===== src/frg_pkg.sv =====
// ----------------------------------------------------------------------------
// frg_pkg
// shared types and constants of the fragment reassembler
// ----------------------------------------------------------------------------
`default_nettype none

package frg_pkg;

	// frame buffer size in bytes and longest datagram that is looked at
	localparam int FRAME_BYTES  = 2048;
	localparam int MAX_DATAGRAM = 512;

	// header layout: 8 sequence bytes, 2 offset bytes, 2 length bytes
	localparam int SEQ_END   = 8;
	localparam int OFF_END   = 10;
	localparam int HDR_BYTES = 12;

	localparam int ADDR_W = 11;
	localparam int IDX_W  = 10;
	localparam int SEQ_W  = 64;
	localparam int HW_W   = 16;

	// byte position saturates here
	localparam logic [IDX_W-1:0] IDX_MAX = '1;

	typedef struct packed {
		logic [7:0] in_byte;
		logic       in_last;
	} frg_in_t;

	typedef struct packed {
		logic              wr_valid;
		logic [ADDR_W-1:0] wr_addr;
		logic [7:0]        wr_data;
		logic              frame_done;
		logic [SEQ_W-1:0]  frame_sequence;
	} frg_out_t;

endpackage

`default_nettype wire


===== src/frg_in_stage.sv =====
// ----------------------------------------------------------------------------
// frg_in_stage
// input register with a skid entry so the input stall is registered
// ----------------------------------------------------------------------------
`default_nettype none

module frg_in_stage import frg_pkg::*; (
	input  wire logic    clk,
	input  wire logic    arst_n,
	input  wire logic    in_valid,
	output logic         in_stall,
	input  wire frg_in_t in_data,
	input  wire logic    take,
	output logic         item_valid,
	output frg_in_t      item
);

	logic    s1_valid_s1;
	frg_in_t item_s1;
	logic    skid_valid_q;
	frg_in_t skid_q;
	logic    accept;
	logic    s1_free;

	assign in_stall   = skid_valid_q;
	assign accept     = in_valid && !skid_valid_q;
	assign s1_free    = !s1_valid_s1 || take;
	assign item_valid = s1_valid_s1;
	assign item       = item_s1;

	always_ff @(posedge clk or negedge arst_n) begin
		if (!arst_n) begin
			s1_valid_s1  <= 1'b0;
			skid_valid_q <= 1'b0;
		end else if (s1_free) begin
			if (skid_valid_q) begin
				s1_valid_s1  <= 1'b1;
				skid_valid_q <= 1'b0;
			end else begin
				s1_valid_s1 <= accept;
			end
		end else if (accept) begin
			skid_valid_q <= 1'b1;
		end
	end

	always_ff @(posedge clk) begin
		if (s1_free) begin
			if (skid_valid_q) begin
				item_s1 <= skid_q;
			end else if (accept) begin
				item_s1 <= in_data;
			end
		end else if (accept) begin
			skid_q <= in_data;
		end
	end

	// skid entry only fills behind a held stage-one item
	a_skid_behind_s1: assert property (@(posedge clk) disable iff (!arst_n)
		skid_valid_q |-> s1_valid_s1)
		else $error("skid entry valid while stage one empty");

endmodule

`default_nettype wire


===== src/frg_core.sv =====
// ----------------------------------------------------------------------------
// frg_core
// header capture, fragment acceptance, write addressing and completion
// ----------------------------------------------------------------------------
`default_nettype none

module frg_core import frg_pkg::*; (
	input  wire logic    clk,
	input  wire logic    arst_n,
	input  wire logic    play_enable,
	input  wire logic    item_valid,
	input  wire frg_in_t item,
	input  wire logic    out_ready,
	output logic         take,
	output logic         res_valid,
	output frg_out_t     res
);

	logic [IDX_W-1:0] byte_idx_q;
	logic [SEQ_W-1:0] hdr_seq_q;
	logic [HW_W-1:0]  hdr_off_q;
	logic [HW_W-1:0]  hdr_len_q;
	logic [SEQ_W-1:0] exp_seq_q;
	logic [HW_W-1:0]  exp_off_q;
	logic             frag_acc_q;
	logic [HW_W-1:0]  wbase_q;

	logic [IDX_W-1:0] pos;
	logic             in_range;
	logic [HW_W-1:0]  hdr_len_new;
	logic [SEQ_W-1:0] exp_seq_mid;
	logic [HW_W-1:0]  exp_off_mid;
	logic             frag_acc_mid;
	logic [HW_W-1:0]  wbase_mid;
	logic [IDX_W-1:0] pay_pos;
	logic [HW_W:0]    addr;
	logic             wr_hit;
	logic             complete;
	logic             done;

	assign pos         = byte_idx_q;
	assign in_range    = {1'b0, pos} < (IDX_W+1)'(MAX_DATAGRAM);
	assign hdr_len_new = {hdr_len_q[7:0], item.in_byte};
	assign pay_pos     = pos - IDX_W'(HDR_BYTES);
	assign addr        = {1'b0, wbase_q} + (HW_W+1)'(pay_pos);

	// acceptance on the last header byte
	always_comb begin
		exp_seq_mid  = exp_seq_q;
		exp_off_mid  = exp_off_q;
		frag_acc_mid = frag_acc_q;
		wbase_mid    = wbase_q;
		if (pos == IDX_W'(HDR_BYTES - 1)) begin
			if (hdr_off_q == '0) begin
				exp_seq_mid  = hdr_seq_q;
				wbase_mid    = '0;
				exp_off_mid  = hdr_len_new;
				frag_acc_mid = 1'b1;
			end else if (hdr_seq_q == exp_seq_q && hdr_off_q == exp_off_q) begin
				wbase_mid    = exp_off_q;
				exp_off_mid  = exp_off_q + hdr_len_new;
				frag_acc_mid = 1'b1;
			end else begin
				frag_acc_mid = 1'b0;
			end
		end
	end

	// payload write
	assign wr_hit = in_range && pos >= IDX_W'(HDR_BYTES) && frag_acc_q
		&& (HW_W'(pay_pos) < hdr_len_q) && (addr < (HW_W+1)'(FRAME_BYTES));

	assign complete = item.in_last && frag_acc_mid && (exp_off_mid == HW_W'(FRAME_BYTES));
	assign done     = complete && play_enable;

	always_comb begin
		res                = '0;
		res.wr_valid       = wr_hit;
		res.wr_addr        = wr_hit ? addr[ADDR_W-1:0] : '0;
		res.wr_data        = wr_hit ? item.in_byte : '0;
		res.frame_done     = done;
		res.frame_sequence = done ? exp_seq_mid : '0;
	end

	assign res_valid = wr_hit || done;
	assign take      = item_valid && (!res_valid || out_ready);

	always_ff @(posedge clk or negedge arst_n) begin
		if (!arst_n) begin
			byte_idx_q <= '0;
			hdr_seq_q  <= '0;
			hdr_off_q  <= '0;
			hdr_len_q  <= '0;
			exp_seq_q  <= '0;
			exp_off_q  <= '0;
			frag_acc_q <= 1'b0;
			wbase_q    <= '0;
		end else if (take) begin
			if (pos < IDX_W'(SEQ_END)) begin
				hdr_seq_q <= {hdr_seq_q[SEQ_W-9:0], item.in_byte};
			end else if (pos < IDX_W'(OFF_END)) begin
				hdr_off_q <= {hdr_off_q[7:0], item.in_byte};
			end else if (pos < IDX_W'(HDR_BYTES)) begin
				hdr_len_q <= hdr_len_new;
			end
			exp_seq_q <= exp_seq_mid;
			wbase_q   <= wbase_mid;
			if (item.in_last) begin
				exp_off_q  <= complete ? '0 : exp_off_mid;
				frag_acc_q <= 1'b0;
				byte_idx_q <= '0;
			end else begin
				exp_off_q  <= exp_off_mid;
				frag_acc_q <= frag_acc_mid;
				if (byte_idx_q != IDX_MAX) begin
					byte_idx_q <= byte_idx_q + 1'b1;
				end
			end
		end
	end

	a_done_needs_play: assert property (@(posedge clk) disable iff (!arst_n)
		take && res.frame_done |-> play_enable)
		else $error("frame done while playback disabled");

	a_write_past_header: assert property (@(posedge clk) disable iff (!arst_n)
		take && res.wr_valid |-> byte_idx_q >= IDX_W'(HDR_BYTES))
		else $error("write issued from a header byte");

	a_last_rewinds: assert property (@(posedge clk) disable iff (!arst_n)
		take && item.in_last |=> byte_idx_q == '0 && !frag_acc_q)
		else $error("datagram end did not rewind position");

	a_done_clears_off: assert property (@(posedge clk) disable iff (!arst_n)
		take && res.frame_done |=> exp_off_q == '0)
		else $error("expected offset not cleared after completion");

endmodule

`default_nettype wire


===== src/fragment_reassembler.sv =====
// ----------------------------------------------------------------------------
// fragment_reassembler
// rebuilds a frame from sequence/offset numbered datagram fragments
// ----------------------------------------------------------------------------
//
//  channel  | direction | handshake            | payload
//  ---------+-----------+----------------------+----------------------------
//  in       | into      | in_valid / in_stall  | in_data   (frg_in_t)
//  out      | out of    | out_valid / out_stall| out_data  (frg_out_t)
//  cfg      | into      | cfg_wr_en            | cfg_wr_data (play_enable)
//
//  one request per cycle sustained while out_stall is low; a request goes from the input
//  register to the result register, with one byte decoded in between
//  bytes that produce no write and no completion leave no result
//  reset clears position, header, expected sequence/offset and play_enable
//  in_stall rises only when the skid entry holds a request, so it never
//  follows out_stall in the same cycle; a stalled result holds its register
// ----------------------------------------------------------------------------
`default_nettype none

module fragment_reassembler import frg_pkg::*; (
	input  wire logic    clk,
	input  wire logic    arst_n,
	input  wire logic    cfg_wr_en,
	input  wire logic    cfg_wr_data,
	input  wire logic    in_valid,
	output logic         in_stall,
	input  wire frg_in_t in_data,
	output logic         out_valid,
	input  wire logic    out_stall,
	output frg_out_t     out_data
);

	logic     play_enable_q;
	logic     item_valid;
	frg_in_t  item;
	logic     take;
	logic     res_valid;
	frg_out_t res;
	logic     out_ready;
	logic     out_valid_q;
	frg_out_t out_data_q;

	// playback gate; the user must write it only while idle, the block does not enforce this
	always_ff @(posedge clk or negedge arst_n) begin
		if (!arst_n) begin
			play_enable_q <= 1'b0;
		end else if (cfg_wr_en) begin
			play_enable_q <= cfg_wr_data;
		end
	end

	// input register plus skid entry
	frg_in_stage u_in_stage (
		.clk       (clk),
		.arst_n    (arst_n),
		.in_valid  (in_valid),
		.in_stall  (in_stall),
		.in_data   (in_data),
		.take      (take),
		.item_valid(item_valid),
		.item      (item)
	);

	// per-byte decode and state update
	frg_core u_core (
		.clk        (clk),
		.arst_n     (arst_n),
		.play_enable(play_enable_q),
		.item_valid (item_valid),
		.item       (item),
		.out_ready  (out_ready),
		.take       (take),
		.res_valid  (res_valid),
		.res        (res)
	);

	// result register: reloads when empty or being drained
	assign out_ready = !out_valid_q || !out_stall;

	always_ff @(posedge clk or negedge arst_n) begin
		if (!arst_n) begin
			out_valid_q <= 1'b0;
		end else if (out_ready) begin
			out_valid_q <= take && res_valid;
		end
	end

	always_ff @(posedge clk) begin
		if (out_ready && take && res_valid) begin
			out_data_q <= res;
		end
	end

	assign out_valid = out_valid_q;
	assign out_data  = out_data_q;

endmodule

`default_nettype wire

===== config.mk =====
export PLATFORM = sky130hd
export DESIGN_NAME = fragment_reassembler
export DESIGN_NICKNAME = d
export VERILOG_FILES = /design/src/frg_pkg.sv /design/src/frg_in_stage.sv /design/src/frg_core.sv /design/src/fragment_reassembler.sv
export SDC_FILE = /design/constraint.sdc
export NUM_CORES = 1
export LEC_CHECK = 0
export BUFFER_PORTS_ARGS = -buffer_cell sky130_fd_sc_hd__buf_2
export CORE_ASPECT_RATIO = 1.1
export CORE_MARGIN = 3
export CORE_UTILIZATION = 51
export DETAILED_ROUTE_END_ITERATION = 8
export PLACE_DENSITY = 0.72
export RECOVER_POWER = 25
export SLEW_MARGIN = 20
export SYNTH_ARGS = -nofsm -noshare
export SYNTH_HDL_FRONTEND = slang
export SYNTH_SLANG_ARGS = --single-unit

===== constraint.sdc =====
create_clock -name clk -period 8.2 [get_ports clk]
set_clock_uncertainty 0.1 [all_clocks]
set_input_delay 0.41 -clock clk [delete_from_list [all_inputs] [get_ports clk]]
set_output_delay 0.41 -clock clk [all_outputs]
set_load 0.005 [all_outputs]

Word-level counts from Yosys, hierarchy flattened:

Cells that the tools add are included.

* register bits: 310
* word-level logic and storage cells: 94

* add/sub/neg operators: 4
* magnitude comparators: 7
* eq/ne operators: 5
* mux-type cells: 20
* bitwise operators: 3
* reductions and logical operators: 34

Operators with widths (number)
* $mux 64: 2
* $mux 16: 7
* $eq 64x64->1: 1
* $lt 10x4->1 const B: 3
* $mux 10: 2
* $mux 9: 2
* $add 16x10->17: 1
* $lt 17x12->1 const B: 1
* $add 16x16->16: 1
* $eq 16x12->1 const B: 1
* $eq 16x16->1: 1
* $logic_not 16->1: 1
* $lt 10x16->1: 1
* $logic_and 1x1->1: 13
* $add 10x1->10 const B: 1
* $eq 10x4->1 const B: 1
* $ge 10x4->1 const B: 1
* $lt 10x10->1 const B: 1
* $ne 10x10->1 const B: 1
* $sub 10x4->10 const B: 1
* $reduce_and 2->1: 4
* $reduce_bool 2->1: 4
* $mux 1: 7
* $reduce_and 3->1: 2
* 4 further kinds: 13

Logic depth before layout (Yosys ltp):

* word-level depth: 15
* mapped depth: 18
* mapped depth without buffers: 15

Cells and area by module:

Synthesis repeated with hierarchy kept, for this count alone.

* cell total of the unflattened synthesis: 1317
* area total of the unflattened synthesis: 15518.6 um^2

Modules (own cells, without submodules)
* frg_core: instances 1, cells an instance 1189, area each 12116.6 um^2
* fragment_reassembler: instances 1, cells an instance 92, area each 2633.8 um^2
* frg_in_stage: instances 1, cells an instance 36, area each 768.2 um^2

Worst setup path after synthesis:

No wires, ideal clock.

* path type: register -> register
* from: register u_in_stage.item_s1 (netlist bit u_in_stage.item[1])
* to: register out_data_q (netlist bit out_data[0]) (enable)
* library setup time: 0.556 ns
* arrival: 7.720 ns
* data required time: 7.544 ns
* slack: -0.177 ns
* cell stages (with the launch flop): 15
* cell sequence: edfxtp_1 ha_1 fa_1 a211oi_1 o21ba_2 nor3_1 o31a_1 or4_1 nor3_1 o2111ai_1 or4_1 and4bb_2 nand2_1 buf_6 a21oi_1

* word-level cells in the longest chain between the ends: 13

Ends and longest elaborated chain
* start, declared: line frg_in_stage.sv:19 `frg_in_t item_s1;`
* start signal, assigned: line frg_in_stage.sv:50 `item_s1 <= skid_q;`
* start signal, assigned: line frg_in_stage.sv:52 `item_s1 <= in_data;`
* $add 16x16->16: line frg_core.sv:61 `exp_off_mid = exp_off_q + hdr_len_new;`
* $mux 16: line frg_core.sv:59 `end else if (hdr_seq_q == exp_seq_q && hdr_off_q == exp_off_q) begin`
* $mux 16 *: line frg_core.sv:54 `if (hdr_off_q == '0) begin`
* $mux 16 *: line frg_core.sv:53 `if (pos == IDX_W'(HDR_BYTES - 1)) begin`
* $eq 16x12->1 *: line frg_core.sv:73 `assign complete = item.in_last && frag_acc_mid && (exp_off_mid == HW_W'(FRAME_BYTES));`
* $logic_and 1x1->1 *: line frg_core.sv:73
* $logic_and 1x1->1 *: line frg_core.sv:74 `assign done = complete && play_enable;`
* $logic_or 1x1->1 *: line frg_core.sv:85 `assign res_valid = wr_hit || done;`
* $logic_not 1->1: line frg_core.sv:86 `assign take = item_valid && (!res_valid || out_ready);`
* $logic_or 1x1->1: line frg_core.sv:86
* $logic_and 1x1->1: line frg_core.sv:86
* $logic_and 1x1->1: line fragment_reassembler.sv:90 `if (out_ready && take && res_valid) begin`
* $logic_and 1x1->1 *: line fragment_reassembler.sv:90
* end signal, assigned: line fragment_reassembler.sv:91 `out_data_q <= res;`
* end, declared: line fragment_reassembler.sv:42 `frg_out_t out_data_q;`

Mark *: on every way between the ends. The rest lies on a longest branch, timed or not.
A chain may end at the register's enable or synchronous reset.

Final worst setup path:

* from: register u_core.byte_idx_q[5]
* to: register out_data_q (netlist bit out_data[6]) (enable)

* word-level cells in the longest chain between the ends: 11
* elaborated cells on any way between the ends: 23
* those cells by class: add/sub: 2; order compare: 4; eq/ne: 2; mux: 2; reduce/logical: 13

Ends and longest elaborated chain
* start, declared: line frg_core.sv:19 `logic [IDX_W-1:0] byte_idx_q;`
* start signal, assigned: line frg_core.sv:116 `byte_idx_q <= byte_idx_q + 1'b1;`
* parallel branches: the longest is 5 deep, another holds $add 16x10->17
* $logic_or 1x1->1 *: line frg_core.sv:85
* $logic_not 1->1: line frg_core.sv:86
* $logic_or 1x1->1: line frg_core.sv:86
* $logic_and 1x1->1: line frg_core.sv:86
* $logic_and 1x1->1: line fragment_reassembler.sv:90
* $logic_and 1x1->1 *: line fragment_reassembler.sv:90

Mark *: on every way between the ends.

==> results.md <==
* Min-delay src: in_data[7]
* Pleak at 6.88 nW
* Congestion Overflow GR at 0
* Pwr/cell area at 225 mW/mm2
* Failing checks: capacitance limit, slew limit
* CTS tree: yes
* Max Slew Vio Count at 100
* Syn_area_per_cell at 11.5 um2
* Period utilisation layout at 0.776
* PortBufs at 101
* Synthesized area at 0.0159 mm2
* I/O pins at 102
* Synth async-reset ratio at 0.668
* Fillers at 2466
* Vias post-DR at 11400
* Worst Setup Slack, final at 1.83 ns
* Height of the die at 191 um
* Core box area at 0.0306 mm2
* Fin area at 0.0179 mm2
* Starting density of the core at 0.520
* Commonest non-fill, non-tap cell in the layout: dfrtp_1
* DRT antenna net count at 0
* Slew Limit Headroom at -2.73
* Syn Inst Count at 1377
* Reg-to-Reg Start: u_core.byte_idx_q[5]
* Non-filler cells, final at 1910
* Final wirelength at 41000 um
* CP Max Fanout at 85
* Kind of critical path: register to register
* Final Power at 4.03 mW
* Yosys cell types at 77
* FF-to-FF path depth at 13
* CP Launch Point: u_core.byte_idx_q[5]
* Routed WL per cell at 21.5 um
* Drc violations at 0
* Synth-to-layout area growth at 12.7%
* Status: finished with violations
* Placed Cells at 1838
* Worst slack, placed at 1.71 ns
* Worst VDD drop at 0.156 mV
* Final min period at 6.37 ns
* Initial antenna violation count at 0
* DIE AREA at 0.0333 mm2
* Global-route wire length before repair at 63700 um
* FF+latch count, synth at 310
* Number of global-route vias before repair at 11100
* Number of max-cap violations at 1
* Rows at 67
* Sink Count at 310
* Clock tree buffer depth at 3
* Hold Fails Final Rpt at 0
* CTS H-tree lvls at 2
* Setup tns final at 0 ns
* Final hold slack at 0.0406 ns
* Startpoint Class: register
* Worst Hold Class: input pin to register
* Layout cells sized above 1 at 0.236
* Hold depth at 1
* Final core occ at 0.585
* GRT Overall Usage at 0.243
* Chip Width at 174 um
* Nets at 1528
* RSZ-0062 raised after global routing: false
* Post-CTS resize count at 0
* CP Data Arrival Time at 6.40 ns
* ANT cells at 0
* Root buffer cell: clkbuf_16
* Slew of the pin with the lowest slew margin at 5.60 ns
* DR vias/cell at 5.98
* Worst-path clk slew at 0.06 ns
* Clk_lat worst skew at 0.51 ns
* Register area share after synthesis at 0.520
* Final Setup Violations at 0
* Setup crit end kind: register
* Most frequent cells in the layout: 207 x dfrtp_1, 183 x nand2_1, 179 x mux2_2, 103 x edfxtp_1, 96 x xnor2_1
* CP required at 8.23 ns
* CTS Buf Count at 35
* Max Freq at 0.157 GHz
* Post-synth EDFFs at 103
* Pre-antenna DRT Iters at 5
* Final HPWL DP at 28000 um
* Post-Place Cell Area at 0.0167 mm2
* Placer Congestion at 0.958
* Largest net degree at the start of global routing at 100
* First DRT Iteration DRCs at 1174
* Post-synth top flop: dfrtp_1
* Syn Nets at 1435
* Synth warn at 0
[cells in the mapped netlist (all sizes together) (5+ instances only)]
cell	number	share of area
dfrtp	207	0.33
nand2	185	0.044
mux2	182	0.13
a21oi	110	0.044
edfxtp	103	0.19
xnor2	96	0.053
nor2	43	0.011
ha	41	0.032
o21ai	41	0.013
inv	38	0.0090
clkbuf	35	0.0083
nand4	29	0.012
buf	28	0.011
nor3	24	0.0082
o31ai	17	0.0080
nor4	16	0.0072
and3	15	0.0059
mux2i	14	0.0088
nand3	11	0.0041
and2	9	0.0035
nand2b	9	0.0035
a211oi	8	0.0038
a21o	7	0.0033
o22ai	7	0.0028
or3	7	0.0028
or4	6	0.0031
xor2	6	0.0033
a211o	5	0.0028
o211ai	5	0.0024
[cell families (layout without fill, tap and decap cells)]
logic type      Yosys count  after routing  share of synthesized area
simple gates            374            374                      0.115
flops                   310            310                      0.520
compound gates          251            251                      0.108
mux                     196            196                      0.138
xor+xnor                102            102                     0.0562
buf+inv                 101            220                     0.0279
fa+ha+maj                43             43                     0.0348
[final cells by class]
class / instances / area [um2] / area share
flip-flops and latches: 310 / 8270 / 0.462
multi-input cells: 966 / 7210 / 0.403
clock buffers: 52 / 1000 / 0.0558
repair buffers: 119 / 609 / 0.0340
well taps: 414 / 518 / 0.0289
clock inverters: 11 / 153 / 0.00852
inverters: 38 / 143 / 0.00796
[final timing paths]
check	end	slack, ns
min in group asynchronous	u_core.exp_seq_q[59]	2.41
max	out_data[6]	1.83
min reg2reg	u_core.hdr_len_q[12]	0.40
max in group asynchronous	u_core.hdr_seq_q[19]	2.46
max reg2reg	out_data[6]	1.83
min	u_in_stage.skid_q[7]	0.04
[flip-flops by register name (all words and copies together), names as in the netlist, 10 cells and up]
| signal | flops |
|---|---|
| u_core.hdr_off_q | 16 |
| u_core.exp_off_q | 16 |
| u_core.hdr_len_q | 16 |
| u_core.exp_seq_q | 64 |
| out_data | 85 |
| u_core.hdr_seq_q | 64 |
| u_core.byte_idx_q | 10 |
| u_core.wbase_q | 16 |
[critical path, cell delays in order (launching register included)]
cell      delay, ns
dfrtp_1        0.50
nor4_1         0.57
nand2b_1       0.24
o21ai_0        0.62
ha_1           0.30
nand2_1        0.12
o41ai_1        0.69
nor3b_1        0.29
inv_1          0.09
and3_1         0.33
a21oi_1        0.67
nand2_1        0.52
a21oi_4        0.25
buf_6          0.57
[report_power, final]
group,total [mW],switching (mW),internal [mW]
logic,0.548,0.302,0.246
registers,1.93,0.208,1.72
clock network,1.56,0.613,0.943
[repair_timing]
action / in CTS / in global routing
buffers inserted: 0 / 0
hold buffers: 9 / 0
hold endpoints to repair: 105 / 0
[metal layers]
layer | track usage | routed length, um | up-vias
li1 | - | - | 5180
met1 | 0.325 | 17000 | 5722
met2 | 0.417 | 20300 | 439
met3 | 0.0292 | 2440 | 85
met4 | 0.0739 | 1250 | 0
met5 | 0 | 0 | -
(Power assumes the default switching activity.)
